$ cat config.mk
export PLATFORM = sky130hd
export DESIGN_NAME = wake_request_line_controller
export DESIGN_NICKNAME = d
export VERILOG_FILES = /design/src/wrlc_pkg.sv /design/src/wrlc_datapath.sv /design/src/wrlc_controller.sv /design/src/wake_request_line_controller.sv
export SDC_FILE = /design/constraint.sdc
export NUM_CORES = 1
export LEC_CHECK = 0
export BUFFER_PORTS_ARGS = -buffer_cell sky130_fd_sc_hd__buf_2
export CAP_MARGIN = 20
export CELL_PAD_IN_SITES_DETAIL_PLACEMENT = 1
export CELL_PAD_IN_SITES_GLOBAL_PLACEMENT = 2
export CORE_MARGIN = 2
export CORE_UTILIZATION = 40
export DETAILED_ROUTE_END_ITERATION = 8
export GPL_TIMING_DRIVEN = 1
export PLACE_DENSITY_LB_ADDON = 0.1
export SYNTH_ARGS = -nofsm -noshare
export SYNTH_HDL_FRONTEND = slang
export SYNTH_SLANG_ARGS = --single-unit
$ cat constraint.sdc
create_clock -name clk -period 8.1 [get_ports clk]
set_input_delay 0.81 -clock clk [delete_from_list [all_inputs] [get_ports clk]]
set_output_delay 0.81 -clock clk [all_outputs]
set_load 0.03 [all_outputs]
$ cat src/wrlc_pkg.sv
// ----------------------------------------------------------------------------
// wrlc_pkg: shared types and constants
// Command codes, request phases, error codes and controller/datapath links.
// ----------------------------------------------------------------------------
package wrlc_pkg;

    typedef enum logic [1:0] {
        CMD_BYTE     = 2'd0,
        CMD_LINK     = 2'd1,
        CMD_STATUS   = 2'd2,
        CMD_DISPATCH = 2'd3
    } cmd_t;

    typedef enum logic [2:0] {
        PH_IDLE     = 3'd0,
        PH_QUEUED   = 3'd1,
        PH_BCAST    = 3'd2,
        PH_COMPLETE = 3'd3,
        PH_UNCONF   = 3'd4,
        PH_FAILED   = 3'd5
    } phase_t;

    typedef enum logic [1:0] {
        ERR_NONE      = 2'd0,
        ERR_MALFORMED = 2'd1,
        ERR_BUSY      = 2'd2,
        ERR_RADIO     = 2'd3
    } err_t;

    localparam logic [30:0] ID_LIMIT = 31'h7fffffff;
    localparam logic [7:0]  CH_LF    = 8'h0a;
    localparam logic [7:0]  CH_CR    = 8'h0d;
    localparam logic [7:0]  CH_LO    = 8'h20;
    localparam logic [7:0]  CH_HI    = 8'h7e;
    localparam int          STATUS_LEN = 12;
    localparam int          WAKE_LEN   = 11;

    // Expected status line characters; the wake text shares the first six.
    function automatic logic [7:0] status_char(input logic [3:0] i);
        logic [7:0] c;
        case (i)
            4'd0: c = "S";  4'd1: c = "P";  4'd2: c = "W";  4'd3: c = "B";
            4'd4: c = "1";  4'd5: c = " ";  4'd6: c = "S";  4'd7: c = "T";
            4'd8: c = "A";  4'd9: c = "T";  4'd10: c = "U"; 4'd11: c = "S";
            default: c = 8'h00;
        endcase
        return c;
    endfunction

    function automatic logic [7:0] wake_char(input logic [3:0] i);
        logic [7:0] c;
        case (i)
            4'd6: c = "W";  4'd7: c = "A";  4'd8: c = "K";  4'd9: c = "E";
            4'd10: c = " ";
            default: c = status_char(i);
        endcase
        return c;
    endfunction

    // Commands from controller to datapath.
    typedef struct packed {
        logic scan_start;   // begin parsing the stored line
        logic scan_step;    // consume one character of the line
        logic finish;       // apply the parse verdict
        logic immediate;    // act on a non-byte item or plain byte
    } dp_cmd_t;

    // Status from datapath to controller.
    typedef struct packed {
        logic need_parse;   // item is a line feed on a good line
        logic scan_done;    // parse verdict known
    } dp_stat_t;

endpackage

$ cat src/wrlc_datapath.sv
// ----------------------------------------------------------------------------
// wrlc_datapath: line store, parser and request state
// Holds the line, parser and request state; the parser walks the line one character a cycle.
// ----------------------------------------------------------------------------
module wrlc_datapath #(
    parameter int MAX_LINE_BYTES = 64
) (
    input  logic                clk,
    input  logic                rst_n,
    input  wrlc_pkg::dp_cmd_t   cmd,
    output wrlc_pkg::dp_stat_t  stat,
    input  logic [1:0]          command,
    input  logic [7:0]          data_byte,
    input  logic                link_up,
    input  logic                dispatch_ok,
    input  logic                radio_failed,
    input  logic                radio_initialized,
    input  logic                radio_armed,
    input  logic                wake_configured,
    input  logic                wake_busy,
    input  logic [31:0]         burst_count,
    input  logic [31:0]         radio_failure_count,
    output logic                byte_taken,
    output logic                response_valid,
    output logic [1:0]          error_code,
    output logic [2:0]          request_state,
    output logic [30:0]         current_request,
    output logic [31:0]         accepted_count,
    output logic [31:0]         bursts_reported,
    output logic [31:0]         failure_total,
    output logic                ready_flag,
    output logic                configured_flag,
    output logic                busy_flag,
    output logic                dispatch_wanted
);
    import wrlc_pkg::*;

    localparam int AW = $clog2(MAX_LINE_BYTES);
    localparam int LW = $clog2(MAX_LINE_BYTES + 1);

    logic [7:0]    mem [MAX_LINE_BYTES];
    logic [7:0]    rd_data_reg;
    logic [LW-1:0] len_reg;
    logic          bad_reg, link_reg;
    phase_t        phase_reg;
    logic [30:0]   id_reg;
    logic [31:0]   acc_reg, lfail_reg, bstart_reg, fstart_reg, rb_reg, rf_reg;
    logic          f_failed, f_ready, f_conf, f_busy;

    // Parser state.
    logic [LW-1:0] eff_len_reg, pos_reg;
    logic [31:0]   num_reg;
    logic          st_ok_reg, wk_ok_reg, dig_ok_reg, scanning_reg, done_reg;

    logic active, busy, pend;
    assign active = (phase_reg == PH_QUEUED) || (phase_reg == PH_BCAST);
    assign busy   = active || (!f_failed && f_busy);
    assign pend   = (phase_reg == PH_QUEUED) && f_ready && !f_failed && f_conf && !f_busy;

    logic is_lf, store_ok;
    assign is_lf    = (cmd_t'(command) == CMD_BYTE) && (data_byte == CH_LF) && link_reg;
    assign store_ok = (len_reg < LW'(MAX_LINE_BYTES)) &&
                      ((data_byte == CH_CR) || (data_byte >= CH_LO && data_byte <= CH_HI));
    assign stat.need_parse = is_lf && !bad_reg;
    assign stat.scan_done  = done_reg;

    // Line store writes and the parser's registered reads.
    logic [LW-1:0] rd_addr;
    assign rd_addr = cmd.scan_start ? LW'(0) : pos_reg + LW'(1);
    always_ff @(posedge clk)
    begin
        if (cmd.immediate && cmd_t'(command) == CMD_BYTE && link_reg && !is_lf &&
            store_ok && !bad_reg)
        begin
            mem[len_reg[AW-1:0]] <= data_byte;
        end
        rd_data_reg <= mem[rd_addr[AW-1:0]];
    end

    // Last stored byte for the trailing CR check, kept beside the store.
    logic [7:0] last_byte_reg;

    // Parser step values.
    logic [3:0]  pidx;
    logic [7:0]  ch;
    logic [3:0]  dig;
    logic [31:0] num10;
    logic        is_dig, ovf;
    assign pidx   = (pos_reg < LW'(STATUS_LEN)) ? pos_reg[3:0] : 4'd0;
    assign ch     = rd_data_reg;
    assign is_dig = (ch >= "0") && (ch <= "9");
    assign dig    = ch[3:0] - 4'd0;
    assign num10  = {num_reg[28:0], 3'b000} + {num_reg[30:0], 1'b0} + {28'd0, dig};
    assign ovf    = (num_reg > 32'd214748364) ||
                    ((num_reg == 32'd214748364) && (dig > 4'd7));

    // Parse verdict.
    err_t   verdict;
    logic   accept;
    always_comb
    begin
        verdict = ERR_NONE;
        accept  = 1'b0;
        if (st_ok_reg && eff_len_reg == LW'(STATUS_LEN))
            verdict = ERR_NONE;
        else if (!wk_ok_reg || eff_len_reg <= LW'(WAKE_LEN) || !dig_ok_reg)
            verdict = ERR_MALFORMED;
        else if (num_reg == 32'd0)
            verdict = ERR_MALFORMED;
        else if (num_reg[30:0] == id_reg)
            verdict = ERR_NONE;
        else if (busy)
            verdict = ERR_BUSY;
        else if (f_failed)
            verdict = ERR_RADIO;
        else
            accept = 1'b1;
    end

    always_ff @(posedge clk or negedge rst_n)
    begin
        if (!rst_n)
        begin
            len_reg <= '0; bad_reg <= 1'b0; link_reg <= 1'b0; phase_reg <= PH_IDLE;
            id_reg <= '0; acc_reg <= '0; lfail_reg <= '0; bstart_reg <= '0;
            fstart_reg <= '0; rb_reg <= '0; rf_reg <= '0;
            {f_failed, f_ready, f_conf, f_busy} <= '0;
            scanning_reg <= 1'b0; done_reg <= 1'b0;
            byte_taken <= 1'b0; response_valid <= 1'b0; error_code <= ERR_NONE;
            eff_len_reg <= '0; pos_reg <= '0; num_reg <= '0;
            st_ok_reg <= 1'b0; wk_ok_reg <= 1'b0; dig_ok_reg <= 1'b0;
            last_byte_reg <= '0;
        end
        else
        begin
            if (cmd.immediate)
            begin
                byte_taken     <= (cmd_t'(command) == CMD_BYTE) && link_reg;
                response_valid <= is_lf;
                error_code     <= is_lf ? ERR_MALFORMED : ERR_NONE;
                case (cmd_t'(command))
                    CMD_BYTE:
                    begin
                        if (link_reg)
                        begin
                            if (is_lf)
                            begin
                                len_reg <= '0; bad_reg <= 1'b0;
                            end
                            else if (!store_ok)
                                bad_reg <= 1'b1;
                            else if (!bad_reg)
                            begin
                                len_reg <= len_reg + LW'(1);
                                last_byte_reg <= data_byte;
                            end
                        end
                    end
                    CMD_LINK:
                    begin
                        if (!link_up)
                        begin
                            len_reg <= '0; bad_reg <= 1'b0;
                        end
                        link_reg <= link_up;
                    end
                    CMD_STATUS:
                    begin
                        if (radio_failed && !f_failed)
                            lfail_reg <= lfail_reg + 32'd1;
                        {f_failed, f_ready, f_conf, f_busy} <=
                            {radio_failed, radio_armed, wake_configured, wake_busy};
                        rb_reg <= burst_count;
                        rf_reg <= radio_failure_count;
                        if (active || id_reg == 31'd0)
                        begin
                            if (radio_failed)
                                phase_reg <= PH_FAILED;
                            else if (radio_initialized && !wake_configured)
                                phase_reg <= PH_UNCONF;
                            else if (active && phase_reg == PH_BCAST)
                            begin
                                if (radio_failure_count != fstart_reg)
                                    phase_reg <= PH_FAILED;
                                else if (burst_count != bstart_reg && !wake_busy)
                                    phase_reg <= PH_COMPLETE;
                            end
                        end
                    end
                    default:
                    begin
                        if (pend)
                        begin
                            if (dispatch_ok)
                            begin
                                bstart_reg <= rb_reg; fstart_reg <= rf_reg;
                                phase_reg <= PH_BCAST;
                            end
                            else
                            begin
                                lfail_reg <= lfail_reg + 32'd1;
                                phase_reg <= PH_FAILED;
                            end
                        end
                    end
                endcase
            end

            // Character scan: one registered store read per step.
            done_reg <= cmd.scan_step && scanning_reg && !cmd.scan_start &&
                        (pos_reg >= eff_len_reg);
            if (cmd.scan_start)
            begin
                eff_len_reg <= (len_reg != '0 && last_byte_reg == CH_CR) ?
                               len_reg - LW'(1) : len_reg;
                pos_reg <= '0; num_reg <= '0;
                st_ok_reg <= 1'b1; wk_ok_reg <= 1'b1; dig_ok_reg <= 1'b1;
                scanning_reg <= 1'b1;
            end
            else if (cmd.scan_step && scanning_reg)
            begin
                if (pos_reg >= eff_len_reg)
                    scanning_reg <= 1'b0;
                else
                begin
                    if (pos_reg < LW'(STATUS_LEN) && ch != status_char(pidx))
                        st_ok_reg <= 1'b0;
                    if (pos_reg < LW'(WAKE_LEN))
                    begin
                        if (ch != wake_char(pidx))
                            wk_ok_reg <= 1'b0;
                    end
                    else if (!is_dig || ovf)
                        dig_ok_reg <= 1'b0;
                    else
                        num_reg <= num10;
                    pos_reg <= pos_reg + LW'(1);
                end
            end

            // Apply the verdict and report the line.
            if (cmd.finish)
            begin
                byte_taken     <= 1'b1;
                response_valid <= 1'b1;
                error_code     <= verdict;
                len_reg        <= '0;
                bad_reg        <= 1'b0;
                if (accept)
                begin
                    id_reg    <= num_reg[30:0];
                    phase_reg <= PH_QUEUED;
                    acc_reg   <= acc_reg + 32'd1;
                end
            end
        end
    end

    assign request_state   = phase_reg;
    assign current_request = id_reg & ID_LIMIT;
    assign accepted_count  = acc_reg;
    assign bursts_reported = rb_reg;
    assign failure_total   = rf_reg + lfail_reg;
    assign ready_flag      = f_ready;
    assign configured_flag = f_conf;
    assign busy_flag       = busy;
    assign dispatch_wanted = pend;

    // A scan never walks past the line.
    assert property (@(posedge clk) disable iff (!rst_n)
        scanning_reg |-> pos_reg <= eff_len_reg)
        else $error("scan position beyond line end");
    // Stored length never exceeds the store.
    assert property (@(posedge clk) disable iff (!rst_n)
        len_reg <= LW'(MAX_LINE_BYTES))
        else $error("line length overflow");
    // An accepted id is never zero.
    assert property (@(posedge clk) disable iff (!rst_n)
        $changed(id_reg) |-> id_reg != 31'd0)
        else $error("zero id accepted");

endmodule

$ cat src/wrlc_controller.sv
// ----------------------------------------------------------------------------
// wrlc_controller: transaction sequencer
// Accepts one input transaction, runs the parser when needed, holds the result.
// ----------------------------------------------------------------------------
module wrlc_controller (
    input  logic                clk,
    input  logic                rst_n,
    input  logic                in_valid,
    output logic                in_ready,
    output logic                out_valid,
    input  logic                out_ready,
    output wrlc_pkg::dp_cmd_t   cmd,
    input  wrlc_pkg::dp_stat_t  stat
);
    import wrlc_pkg::*;

    typedef enum logic [1:0] { S_IDLE, S_SCAN, S_OUT } state_t;
    state_t state_reg;
    logic   ov_reg;

    assign in_ready  = (state_reg == S_IDLE) && !ov_reg;
    assign out_valid = ov_reg;

    // Command decode from the current state.
    always_comb
    begin
        cmd = '0;
        if (state_reg == S_IDLE && in_valid && !ov_reg)
        begin
            cmd.scan_start = stat.need_parse;
            cmd.immediate  = !stat.need_parse;
        end
        if (state_reg == S_SCAN)
        begin
            cmd.scan_step = 1'b1;
            cmd.finish    = stat.scan_done;
        end
    end

    always_ff @(posedge clk or negedge rst_n)
    begin
        if (!rst_n)
        begin
            state_reg <= S_IDLE;
            ov_reg    <= 1'b0;
        end
        else
        begin
            if (ov_reg && out_ready)
                ov_reg <= 1'b0;
            case (state_reg)
                S_IDLE:
                    if (in_valid && !ov_reg)
                    begin
                        if (stat.need_parse)
                            state_reg <= S_SCAN;
                        else
                            ov_reg <= 1'b1;
                    end
                S_SCAN:
                    if (stat.scan_done)
                    begin
                        state_reg <= S_IDLE;
                        ov_reg    <= 1'b1;
                    end
                default: state_reg <= S_IDLE;
            endcase
        end
    end

    // No input is taken while a result waits.
    assert property (@(posedge clk) disable iff (!rst_n)
        out_valid |-> !in_ready)
        else $error("input taken with result pending");
    // Scan start and plain action never coincide.
    assert property (@(posedge clk) disable iff (!rst_n)
        !(cmd.scan_start && cmd.immediate))
        else $error("conflicting datapath commands");
    // Finishing a scan raises the result.
    assert property (@(posedge clk) disable iff (!rst_n)
        cmd.finish |=> out_valid)
        else $error("finished scan without result");

endmodule

$ cat src/wake_request_line_controller.sv
// ----------------------------------------------------------------------------
// wake_request_line_controller: host line parser and wake request control
// Collects host bytes into lines, parses status and wake commands and tracks
// the request state from radio snapshots and dispatch outcomes.
// ----------------------------------------------------------------------------
//  Channel   Handshake                  Payload
//  input     in_valid / in_ready        command .. radio_failure_count
//  output    out_valid / out_ready      byte_taken .. dispatch_wanted
//
//  A plain item's result is registered and valid in the cycle after it is
//  taken; a line feed on a good line is parsed first, one stored character
//  per cycle through the line store's single read port. One item is handled
//  at a time and the input stalls while a result waits. Reset clears all
//  control state; the line store contents are not cleared.
// ----------------------------------------------------------------------------
module wake_request_line_controller #(
    parameter int MAX_LINE_BYTES = 64
) (
    input  logic        clk,
    input  logic        rst_n,
    input  logic        in_valid,
    output logic        in_ready,
    input  logic [1:0]  command,
    input  logic [7:0]  data_byte,
    input  logic        link_up,
    input  logic        dispatch_ok,
    input  logic        radio_failed,
    input  logic        radio_initialized,
    input  logic        radio_armed,
    input  logic        wake_configured,
    input  logic        wake_busy,
    input  logic [31:0] burst_count,
    input  logic [31:0] radio_failure_count,
    output logic        out_valid,
    input  logic        out_ready,
    output logic        byte_taken,
    output logic        response_valid,
    output logic [1:0]  error_code,
    output logic [2:0]  request_state,
    output logic [30:0] current_request,
    output logic [31:0] accepted_count,
    output logic [31:0] bursts_reported,
    output logic [31:0] failure_total,
    output logic        ready_flag,
    output logic        configured_flag,
    output logic        busy_flag,
    output logic        dispatch_wanted
);
    import wrlc_pkg::*;

    dp_cmd_t  cmd;
    dp_stat_t stat;

    // Sequencer.
    wrlc_controller u_ctrl (
        .clk, .rst_n, .in_valid, .in_ready, .out_valid, .out_ready,
        .cmd, .stat
    );

    // State and parser.
    wrlc_datapath #(.MAX_LINE_BYTES(MAX_LINE_BYTES)) u_dp (
        .clk, .rst_n, .cmd, .stat,
        .command, .data_byte, .link_up, .dispatch_ok, .radio_failed,
        .radio_initialized, .radio_armed, .wake_configured, .wake_busy,
        .burst_count, .radio_failure_count,
        .byte_taken, .response_valid, .error_code, .request_state,
        .current_request, .accepted_count, .bursts_reported, .failure_total,
        .ready_flag, .configured_flag, .busy_flag, .dispatch_wanted
    );

endmodule

Yosys cells after proc, flatten, opt, wreduce, memory -nomap -nowiden
Memory sizes are Yosys's and may differ from the RTL's. A register that Yosys moved wholly into a read port is not among the register bits.
Cells that the tools add are included.
- bits of input ports: 85
- latch bits: 0
- memories: 3
- RAM bits: 512
- memory bits (read-only): 192
- register bits: 305
- reduce and logical (&&, ||, !) cells: 84
- add/subtract/negate cells: 8
- $mul: 0
- equal/unequal tests: 33
- mux-type cells: 100
- divide/modulo/power cells: 0
- shift-type cells: 0
- $lt $le $gt $ge: 11
- bitwise logic cells: 4
- memory list (memory ; depth ; bits a word ; read ports ; clocked after Yosys merged registers in ; write ports ; line ; source):
    u_dp.mem ; 64 ; 8 ; 1 ; 1 ; 1 ; wrlc_datapath.sv:41 ; logic [7:0] mem [MAX_LINE_BYTES];
    (name not given) ; 16 ; 6 ; 1 ; 0 ; 0 ; wrlc_pkg.sv:41 ; case (i)
    (name not given) ; 16 ; 6 ; 1 ; 0 ; 0 ; wrlc_pkg.sv:41 ;
- operators with widths (kind ; number):
    two-way mux 32 bit ; 8
    two-way mux 7 bit ; 11
    adder 32 x 1 -> 32 bit, second input constant ; 2
    adder 32 bit ; 2
    inequality test 32 bit ; 2
    case mux 32 bit (2 select lines) ; 1
    two-way mux 8 bit ; 7
    two-way mux 1 bit ; 42
    case mux 8 bit (5 select lines) ; 1
    logical AND 1 bit ; 33
    two-way mux 3 bit ; 11
    adder 32 x 4 -> 32 bit ; 1
    equality test 32 x 28 -> 1 bit, second input constant ; 1
    > comparator 32 x 28 -> 1 bit, second input constant ; 1
    logical NOT 32 bit ; 1
    equality test 31 bit ; 1
    logical NOT 31 bit ; 1
    equality test 8 x 4 -> 1 bit, second input constant ; 3
    two-way mux 2 bit ; 12
    >= comparator 8 x 6 -> 1 bit, second input constant ; 2
    inequality test 8 bit ; 2
    AND reduction 4 bit ; 4
    nonzero test 2 bit ; 8
    adder 7 x 1 -> 7 bit, second input constant ; 2
    40 further kinds ; 81

Depth between registers and ports, before layout
Gate-level depths: netlist (run 1).
- depth in word-level cells: 14
- gate-level depth with buffers: 16

Cells and area by module
Synthesis (run 1) repeated with hierarchy kept, for this count alone.
- cell total of the unflattened synthesis: 3048
- area, all modules: 38418.1 µm²
- modules (own cells, without submodules) (module ; cells an instance ; area each (µm²) ; instances ; sequential area each (µm²)):
    wrlc_datapath ; 3038 ; 38299.2 ; 1 ; 23092.1
    wrlc_controller ; 10 ; 118.9 ; 1 ; 50.0

Worst setup path before layout (run 1)
No wires, ideal clock.
- path type: register to output
- start: register u_dp.lfail_reg[0]
- end: output port failure_total[30]
- path buffers: 0
- required time: 7.290 ns
- arrival time: 3.344 ns
- stages on the path, launching flop included: 13
- path slack: 3.946 ns
- cells stage by stage: dfrtp_1 ha_1 inv_1 fa_1 nor2b_1 o21ai_1 o211ai_1 nand2_1 o21a_1 o21a_1 o2111a_1 or3_1 o311ai_1
- cells in the longest elaborated chain, start to end: 1
- RTL lines (item ; line ; source):
    start, declared ; wrlc_datapath.sv:47 ; logic [31:0] acc_reg, lfail_reg, bstart_reg, fstart_reg, rb_reg, rf_reg;
    start signal, assigned ; wrlc_datapath.sv:170 ; lfail_reg <= lfail_reg + 32'd1;
    start signal, assigned ; wrlc_datapath.sv:201 ; lfail_reg <= lfail_reg + 32'd1;
    adder 32 bit ; wrlc_datapath.sv:263 ; assign failure_total = rf_reg + lfail_reg;
    end, declared ; wake_request_line_controller.sv:43 ; output logic [31:0] failure_total,
No other way between the ends.

Final worst setup path (run 1)
- start: input port data_byte[2]
- end: memory u_dp.mem[60][1], enable pin
- cells in the longest elaborated chain, start to end: 13
- elaborated cells between the ends (all ways): 20
- those cells by class: order compare: 2; eq/ne: 2; mux: 3; reduce/logical: 13
- RTL lines (item ; line ; source):
    start, declared ; wake_request_line_controller.sv:24 ; input logic [7:0] data_byte,
    equality test 8 x 4 -> 1 bit ; wrlc_datapath.sv:61 ; assign is_lf = (cmd_t'(command) == CMD_BYTE) && (data_byte == CH_LF) && link_reg;
    logical AND 1 bit (2 in a row) ; wrlc_datapath.sv:61 ;
    logical AND 1 bit ; wrlc_datapath.sv:64 ; assign stat.need_parse = is_lf && !bad_reg;
    logical NOT 1 bit ; wrlc_controller.sv:31 ; cmd.immediate = !stat.need_parse;
    two-way mux 1 bit ; wrlc_controller.sv:28 ; if (state_reg == S_IDLE && in_valid && !ov_reg)
    logical AND 1 bit (3 in a row) ; wrlc_datapath.sv:72 ; if (cmd.immediate && cmd_t'(command) == CMD_BYTE && link_reg && !is_lf &&
    logical AND 1 bit (*) ; wrlc_datapath.sv:72 ;
    logical AND 1 bit (*) ; wrlc_datapath.sv:73 ; store_ok && !bad_reg)
    two-way mux 1 bit (*) ; wrlc_datapath.sv:72 ;
    two-way mux 1 bit (implied by the code) (*) ; wrlc_datapath.sv:75 ; mem[len_reg[AW-1:0]] <= data_byte;
    end, declared ; wrlc_datapath.sv:41 ;
Mark *: on every way between the ends. The rest lies on a longest branch, timed or not.

==> impl_metrics.yaml, run 1 <==
setup_path:
  cp-end-kind: "flop"
  r2r_slack_ps: 3650
  required_ps: 8410
  critical_path_class: "in -> reg"
  critPathBufInv: 2
  critPathTopFamily: "simple AND/OR/NAND/NOR gates"
  worst_path_largest_cell_delay_ps: 940
  path_cells: "buf_2, buf_4, nand2_1, nor3b_1, nor3_1, a2111oi_0, nand3_1, nor2_1, nand3_1, nor2_1"
  crit_path_top_delay_cell: "nor2_1"
  start_kind: "input port"
  worstPathMaxFanout: 22
  worstPathArrival_ps: 5280
yosys:
  synthFlopType: "edfxtp_1"
  ys_async_sr_fraction: 0.369
  synth_edf_count: 512
  syn_inst: 3177
  synth_area_leader_cell: "edfxtp_1"
  yosys.area.top_type_share: 0.403
  syn-num-nets: 3371
  yosys_register_bits: 824
  synth-seq-area-share: 0.607
  syn_avg_cell_area_um2: 12.0
  yosys-top-cells-area: "edfxtp_1, dfrtp_1, nand2_1, ha_1, mux2_2"
  synth_cell_types: 89
  synthesis.area_mm2: 0.0381
  yosysWarnings: 0
timing:
  hold_viol: 0
  min_period_ps: 4970
  clock_skew_ps: 36.4
  finalSetupViolCount: 0
  setup_tns_ps: 0
  slew_headroom: 0.217
  fmaxAchievable_ghz: 0.201
  fin_hold_ws_ps: 174
  final_max_slew_viol_count: 0
  final.period_utilization: 0.614
  rsz0062_at_grt: "false"
  tightest_slew_ps: 1170
status:
  outcome: "complete, no violations"
global_route:
  grt_pass1_wl_um: 185000
  antenna_found_initial: 8
  grt_pass1_vias: 28500
  gr-usage-all-layers: 0.250
  met2_usage: 0.417
  met1_usage: 0.335
  use_met3: 0.0374
  grt-busiest-layer: "met2"
  grt_overflow_total: 0
  grt_max_degree: 104
finish:
  drive_gt1_frac: 0.165
  instances_no_fill: 4740
  fin_nets: 3586
  largest_reg_flops: 512
  syn_to_final_growth_pct: 15.0
  num-fill-cells: 9851
drt:
  vias: 26900
  ant_nets: 0
  drcViolationCount: 0
  routed_wl_um: 123000
  wl_per_cell_um: 25.9
  first_pass_iters: 7
  vias_per_cell: 5.68
  drt-initial-drc-count: 2017
worst_hold_path:
  hp-class: "in -> async"
clock_network:
  cts_tree: "done"
  cts_resized: 0
  cts_buffers: 93
  htree_levels: 3
  clk_pin_slew_ps: 60
  post-cts-setup-buffers: 0
  cts-root-buf: "clkbuf_16"
  clockBufferDepth: 3
  cts_hold_buf: 0
  insertion_delay_ps: 690
  cts_num_sinks: 824
placed_design:
  dp_hpwl_um: 82900
  gp_congestion: 0.865
  port_buffers: 224
  dp_cells: 4560
floorplan:
  start_util: 0.402
  design.core.area_mm2: 0.0947
  chipWidth_um: 313
  num_rows: 113
  fp.dieH_um: 313
  io_pins: 225
  die_area_mm2: 0.0978
power:
  leakage_nw: 17.5
  vdd_ir_drop_max_mv: 0.190
  power_density_mw_per_mm2: 238
job:
  maxCapViolations: 0
==> area by class of cell <==
| type | count | area [µm²] | share of cell area |
|---|---|---|---|
| sequential | 824 | 23100 | 0.528 |
| timing repair buffer | 268 | 1480 | 0.0337 |
| multi-input combinational | 2151 | 14200 | 0.325 |
| inverter | 54 | 203 | 0.00462 |
| clock inverter | 59 | 668 | 0.0152 |
| tap | 1265 | 1580 | 0.0361 |
| clock buffer | 115 | 2530 | 0.0577 |
| antenna | 4 | 10.0 | 0.000228 |
==> where the power goes <==
| group | switching, mW | internal, mW | total [mW] |
|---|---|---|---|
| clock network | 1.81 | 2.56 | 4.36 |
| logic | 0.867 | 0.447 | 1.31 |
| registers | 0.159 | 4.61 | 4.77 |
| total | 2.83 | 7.62 | 10.4 |
==> layer usage <==
layer / vias to the layer above / share of wire
li1: 12100 / -
met3: 191 / 0.051
met5: - / 0.00011
met4: 2 / 0.031
met1: 13800 / 0.43
met2: 779 / 0.48
==> placed cells by master, fill, tap and decap left out, types with 10 or more instances in the layout <==
cell       count
edfxtp_1     512
nand2_1      483
dfrtp_1      303
buf_2        224
nor2_1       178
xor2_1       133
o21ai_0      133
mux2_2       111
a21oi_1      109
ha_1         105
xnor2_1      102
clkbuf_16     94
nand3_1       89
a211oi_1      65
mux2i_1       59
inv_1         53
and2_1        44
a311oi_1      43
buf_4         42
a31oi_1       41
nor4_1        40
nor3_1        37
nand4_1       36
nor2b_1       32
and3_1        30
o22ai_1       26
o221ai_1      25
a21o_1        22
clkinv_1      18
o211ai_1      16
o31ai_1       16
clkinv_2      14
nand2b_1      11
clkbuf_1      11
a221oi_1      10
bufinv_16     10
clkbuf_8      10
==> Yosys cell counts, types with 8 or more instances <==
library cell	n
o21ai_1	8
edfxtp_1	512
mux2_2	111
xnor2_1	103
o21a_1	8
a221oi_1	10
and2_1	44
a21oi_1	109
inv_1	54
a31oi_1	41
ha_1	106
nand3_1	89
mux2i_1	59
nor4_1	40
o211ai_1	16
and3_1	30
buf_1	24
nor3_1	37
a211oi_1	65
o31ai_1	16
o22ai_1	26
buf_2	33
dfxtp_1	8
o21ai_0	133
a311oi_1	43
nand2_1	485
nor2b_1	32
dfrtp_1	304
and4_1	8
nand2b_1	11
o221ai_1	25
xor2_1	133
nand4_1	36
nor2_1	182
a21o_1	22
clkbuf_1	88
==> worst reg2reg max path, stage by stage (launching register included) <==
cell	delay (ps)
dfrtp_1	440
nor3b_2	600
o31a_1	410
nand3_1	450
nor2_1	350
nand3_1	890
nor2_1	950
==> cell families (layout without fill, tap and decap cells) <==
family,after synthesis,count (layout),synth area share
buffers and inverters,202,496,0.0212
flip-flops,824,824,0.607
multiplexers,176,176,0.0518
adder cells (fa/ha/maj),109,109,0.0364
other,0,4,0
AO/OA/AOI/OAI,586,586,0.103
AND/OR/NAND/NOR,1043,1043,0.126
XOR/XNOR,237,237,0.0546
==> through the flow <==
stage	area, µm²	utilization	total power, mW	worst slack (ps)
6_report	43900	0.463	10.4	3130
5_1_grt	43900	0.463	10.8	2910
4_1_cts	43800	0.463	10.6	3090
3_5_place_dp	40600	0.429	6.18	2610
3_3_place_gp	40600	0.429	6.14	2810
2_1_floorplan	38100	-	5.64	3950
==> worst paths after layout <==
check / from / cells after the start / to
min reg2reg: u_dp.accepted_count[31] / 1 / u_dp.accepted_count[31]
max: data_byte[2] / 10 / u_dp.mem[60][1]
max reg2reg: u_ctrl.state_reg[0] / 6 / u_dp.mem[60][1]
min: rst_n / 1 / u_dp.accepted_count[12]
min in group clk: out_ready / 2 / u_ctrl.out_valid
max in group asynchronous: rst_n / 2 / u_dp.fstart_reg[27]
Note: power is estimated with default switching activity, not from simulation.
==> run 2, diff against run 1 <==
--- a/config.mk
+++ b/config.mk
@@ -5,12 +5,13 @@
 export SDC_FILE = /design/constraint.sdc
 export NUM_CORES = 1
 export LEC_CHECK = 0
+export ABC_AREA = 1
 export BUFFER_PORTS_ARGS = -buffer_cell sky130_fd_sc_hd__buf_2
 export CAP_MARGIN = 20
 export CELL_PAD_IN_SITES_DETAIL_PLACEMENT = 1
 export CELL_PAD_IN_SITES_GLOBAL_PLACEMENT = 2
 export CORE_MARGIN = 2
-export CORE_UTILIZATION = 40
+export CORE_UTILIZATION = 39
 export DETAILED_ROUTE_END_ITERATION = 8
 export GPL_TIMING_DRIVEN = 1
 export PLACE_DENSITY_LB_ADDON = 0.1
==> constraint.sdc (replaced) <==
create_clock -name clk -period 5.07 [get_ports clk]
set_input_delay 0.507 -clock clk [delete_from_list [all_inputs] [get_ports clk]]
set_output_delay 0.507 -clock clk [all_outputs]
set_load 0.03 [all_outputs]
==> impl_metrics.yaml, run 2 <==
status:
  outcome: "complete, no violations"
global_route:
  grt_pass1_vias: 33500
  grt_max_degree: 143
  grt_overflow_total: 0
  antenna_found_initial: 9
  gr-usage-all-layers: 0.252
  grt_pass1_wl_um: 209000
power:
  vdd_ir_drop_max_mv: 0.272
  leakage_nw: 20.1
  power_density_mw_per_mm2: 304
setup_path:
  start_kind: "flop"
  r2r_cells: 10
  worstPathArrival_ps: 3830
  critical_path_class: "reg -> out"
  cp-end-kind: "output port"
  required_ps: 4560
  worstPathMaxFanout: 4
drt:
  drt-initial-drc-count: 2122
  ant_nets: 0
  first_pass_iters: 5
  wl_per_cell_um: 22.6
  routed_wl_um: 137000
  vias: 32400
  drcViolationCount: 0
  vias_per_cell: 5.34
timing:
  fmaxAchievable_ghz: 0.230
  slew_headroom: 0.278
  final_max_slew_viol_count: 0
  finalSetupViolCount: 0
  tightest_slew_ps: 1080
  clock_skew_ps: 24.0
  rsz0062_at_grt: "false"
  setup_tns_ps: 0
  hold_viol: 0
  min_period_ps: 4340
  final.period_utilization: 0.856
finish:
  most-common-layout-cells: "nand2_1, edfxtp_1, nand3_1"
  final_common_cell: "nand2_1"
  drive_gt1_frac: 0.123
  fin_nets: 4792
  fin_util: 0.446
  largest_reg_flops: 512
  syn_to_final_growth_pct: 13.6
yosys:
  yosysWarnings: 0
  yosys_register_bits: 824
  synthAdderAreaFrac: 0.0335
  synth-seq-area-share: 0.560
  synth_top_family_by_area: "simple AND/OR/NAND/NOR gates"
  synthFlopType: "edfxtp_1"
  syn_avg_cell_area_um2: 9.37
  synth_compound_area_frac: 0.0761
  synth_edf_count: 512
  synth_cell_types: 51
  muxShareOfSynthArea: 0.000817
  netlist_top_cells_count: "nand2_1, edfxtp_1, nand3_1"
  syn-num-nets: 4604
  synthesis.area_mm2: 0.0413
  yosys-top-cells-area: "edfxtp_1, dfrtp_1, nand2_1, nand3_1, inv_1"
  synth_area_leader_cell: "edfxtp_1"
  yosysMostFrequentCell: "nand2_1"
  ys_async_sr_fraction: 0.369
  synthSimpleGateAreaFrac: 0.227
  yosys.area_share.xor_xnor: 0.0439
  yosys.area.top_type_share: 0.372
  syn_inst: 4410
floorplan:
  io_pins: 225
  num_rows: 119
  chipWidth_um: 330
  design.core.area_mm2: 0.105
  fp.dieH_um: 330
  die_area_mm2: 0.109
  start_util: 0.393
clock_network:
  post-cts-setup-buffers: 0
  cts_num_sinks: 824
  cts-root-buf: "clkbuf_16"
  cts_tree: "done"
  clk_pin_slew_ps: 60
  htree_levels: 3
  cts_hold_buf: 2
  clockBufferDepth: 3
  insertion_delay_ps: 680
  cts_buffers: 94
  cts_resized: 0
placed_design:
  gp_congestion: 0.854
  dp_hpwl_um: 94900
  port_buffers: 224
worst_hold_path:
  hold-path-cell-count: 3
  hp-class: "in -> reg"
job:
  maxCapViolations: 0
## run 2: worst paths after layout
kind / slack [ps] / endpoint / from
setup reg to reg: 1460 / u_dp.mem[5][0] / u_ctrl.state_reg[0]
max in group asynchronous: 3440 / u_dp.bstart_reg[13] / rst_n
setup / recovery: 730 / failure_total[16] / u_dp.lfail_reg[0]
hold reg to reg: 460 / u_ctrl.state_reg[0] / u_dp.done_reg
hold / removal: 60 / u_dp.link_reg / link_up
min in group asynchronous: 360 / u_dp.accepted_count[30] / rst_n
## run 2: layer usage
metal  vias up  wire, µm  GRT usage
li1      15400         -          -
met2       613     65800      0.423
met5         -        79          0
met1     16200     62700      0.347
met3       162      5930     0.0355
met4        12      2570     0.0567
## run 2: cells by family after synthesis
| kind of cell | Yosys count |
|---|---|
| compound gates | 519 |
| buf+inv | 605 |
| xor+xnor | 207 |
| fa+ha+maj | 109 |
| simple gates | 2143 |
| mux | 3 |
| flops | 824 |
## run 2: critical path, stage by stage (launching register included)
cell and delay [ps]:
dfrtp_1 440, ha_1 220, inv_1 60, fa_1 400, o21ai_1 420, a21boi_0 320, o21ai_1 290, nand2_1 120
o21ai_1 240, a21oi_1 130, xnor2_1 270, buf_2 260
## run 2: power by group
part           internal [mW]  switching, mW  total, mW
registers               7.15        0.00721       7.16
clock network           3.91           2.88       6.79
logic                 0.0640          0.240      0.304
## run 2: area by class of cell
| cell class | count | area, µm² |
|---|---|---|
| diodes | 1 | 2.50 |
| clock buffers | 131 | 2650 |
| clock inverters | 41 | 383 |
| fillers | 12100 | 58300 |
| inverters | 415 | 1570 |
| multi-input cells | 2981 | 15800 |
| flip-flops and latches | 824 | 23100 |
| well taps | 1391 | 1740 |
| repair buffers | 282 | 1620 |
## run 2: metrics by stage
stage / instances / worst slack [ps] / power (mW) / cell area [µm²] / hold slack [ps]
floorplan: 4410 / 2090 / 7.35 / 41300 / 211
global placement: 5890 / 886 / 7.60 / 43900 / 435
detailed placement: 5891 / 742 / 7.60 / 43900 / 450
CTS: 6065 / 694 / 14.4 / 46900 / 17.1
global route: 6065 / 453 / 14.7 / 46900 / 65.7
finish: 6066 / 728 / 14.3 / 46900 / 58.9
==> run 3, diff against run 2 <==
--- a/config.mk
+++ b/config.mk
@@ -5,13 +5,12 @@
 export SDC_FILE = /design/constraint.sdc
 export NUM_CORES = 1
 export LEC_CHECK = 0
-export ABC_AREA = 1
 export BUFFER_PORTS_ARGS = -buffer_cell sky130_fd_sc_hd__buf_2
 export CAP_MARGIN = 20
 export CELL_PAD_IN_SITES_DETAIL_PLACEMENT = 1
 export CELL_PAD_IN_SITES_GLOBAL_PLACEMENT = 2
 export CORE_MARGIN = 2
-export CORE_UTILIZATION = 39
+export CORE_UTILIZATION = 40
 export DETAILED_ROUTE_END_ITERATION = 8
 export GPL_TIMING_DRIVEN = 1
 export PLACE_DENSITY_LB_ADDON = 0.1
==> impl_metrics.yaml, run 3 (synthesis gave the netlist of run 1 again) <==
status:
  outcome: "complete, no violations"
global_route:
  grt_pass1_wl_um: 185000
  gr-usage-all-layers: 0.249
  grt_overflow_total: 0
  antenna_found_initial: 3
  grt_max_degree: 167
  grt_pass1_vias: 28100
clock_network:
  post-cts-setup-buffers: 0
  clk_pin_slew_ps: 60
  insertion_delay_ps: 700
  clockBufferDepth: 3
  cts_num_sinks: 824
  htree_levels: 3
  cts_tree: "done"
  cts_buffers: 93
  cts-root-buf: "clkbuf_16"
drt:
  vias: 27100
  routed_wl_um: 122000
  drcViolationCount: 0
  ant_nets: 0
  first_pass_iters: 5
  drt-initial-drc-count: 1997
  wl_per_cell_um: 25.7
  vias_per_cell: 5.70
floorplan:
  num_rows: 113
  die_area_mm2: 0.0978
  chipWidth_um: 313
  fp.dieH_um: 313
  io_pins: 225
  design.core.area_mm2: 0.0947
  start_util: 0.402
setup_path:
  worst_path_largest_cell_delay_ps: 420
  cp-end-kind: "output port"
  start_kind: "flop"
  path_cells: "ha_1, inv_1, fa_1, nor2b_1, o21ai_1, o211ai_1, nand2_1, o21a_1, o21a_1, o2111a_1, or3_1, o311ai_1, buf_2"
  required_ps: 4560
  critical_path_class: "reg -> out"
  path_common_cell: "o21a_1"
  worstPathArrival_ps: 4190
  crit_path_top_delay_cell: "dfrtp_1"
  worstPathMaxFanout: 4
  critPathTopFamily: "compound AO/OA/AOI/OAI gates"
  critPathBufInv: 2
job:
  maxCapViolations: 0
placed_design:
  dp_hpwl_um: 83300
  gp_congestion: 0.867
  port_buffers: 224
  dpl_cell_area_mm2: 0.0408
finish:
  most-common-layout-cells: "edfxtp_1, nand2_1, dfrtp_1"
  multi_input_area_mm2: 0.0142
  design_area_mm2: 0.0439
  syn_to_final_growth_pct: 15.3
  drive_gt1_frac: 0.168
  final_common_cell: "edfxtp_1"
  seq_area_mm2: 0.0231
  fin_nets: 3607
  num-fill-cells: 10000
  largest_reg_flops: 512
timing:
  hold_viol: 0
  fmaxAchievable_ghz: 0.213
  slew_headroom: 0.254
  finalSetupViolCount: 0
  min_period_ps: 4700
  final.period_utilization: 0.927
  tightest_slew_ps: 1110
  setup_tns_ps: 0
  rsz0062_at_grt: "false"
  clock_skew_ps: 52.0
  final_max_slew_viol_count: 0
power:
  power_density_mw_per_mm2: 375
  vdd_ir_drop_max_mv: 0.375
  leakage_nw: 17.6
worst_hold_path:
  hp-class: "in -> reg"
run 3: final cells by class:
cell class                 count  share of cell area
multi-input combinational   2151               0.324
antenna                        1           0.0000569
sequential                   824               0.527
tap                         1265              0.0360
clock buffer                 122              0.0573
inverter                      54             0.00461
clock inverter                54              0.0127
timing repair buffer         289              0.0387
run 3: power by group:
group | total [mW] | switching [mW] | internal [mW]
registers | 7.62 | 0.244 | 7.37
clock network | 6.76 | 2.87 | 3.89
logic | 2.12 | 1.40 | 0.721
total | 16.5 | 4.52 | 12.0
run 3: metrics by stage:
stage | hold WS [ps] | utilization | total power, mW | setup slack (ps) | cells
global route | 59.7 | 0.464 | 17.1 | 44.8 | 4760
detailed placement | 460 | 0.431 | 9.87 | 563 | 4581
global placement | 460 | 0.431 | 9.82 | 732 | 4581
floorplan | 211 | - | 9.02 | 1220 | 3177
finish | 87.1 | 0.464 | 16.5 | 368 | 4760
CTS | 38.2 | 0.464 | 16.6 | 342 | 4759
run 3: final timing paths:
check | startpoint | end | slack [ps] | cells after the start
worst max-delay path | u_dp.lfail_reg[0] | failure_total[30] | 370 | 13
worst min-delay path | radio_armed | u_dp.ready_flag | 90 | 2
worst max register to register | u_dp.ch[3] | u_dp.num_reg[30] | 950 | 11
worst min register to register | u_dp.accepted_count[31] | u_dp.accepted_count[31] | 470 | 1
max in group asynchronous | rst_n | u_dp.current_request[5] | 3380 | 3
min in group asynchronous | rst_n | u_dp.accepted_count[13] | 400 | 2
run 3: repair_timing:
| item | CTS | global route |
|---|---|---|
| hold buffers | 2 | 0 |
| resized for setup | 0 | 0 |
| hold endpoints to repair | 88 | 0 |
run 3: per-layer routing:
layer | up-vias | track usage | share of wire
li1 | 12200 | - | -
met5 | - | 0 | 0.00016
met4 | 2 | 0.0705 | 0.027
met2 | 771 | 0.412 | 0.48
met3 | 181 | 0.0304 | 0.049
met1 | 14000 | 0.345 | 0.44
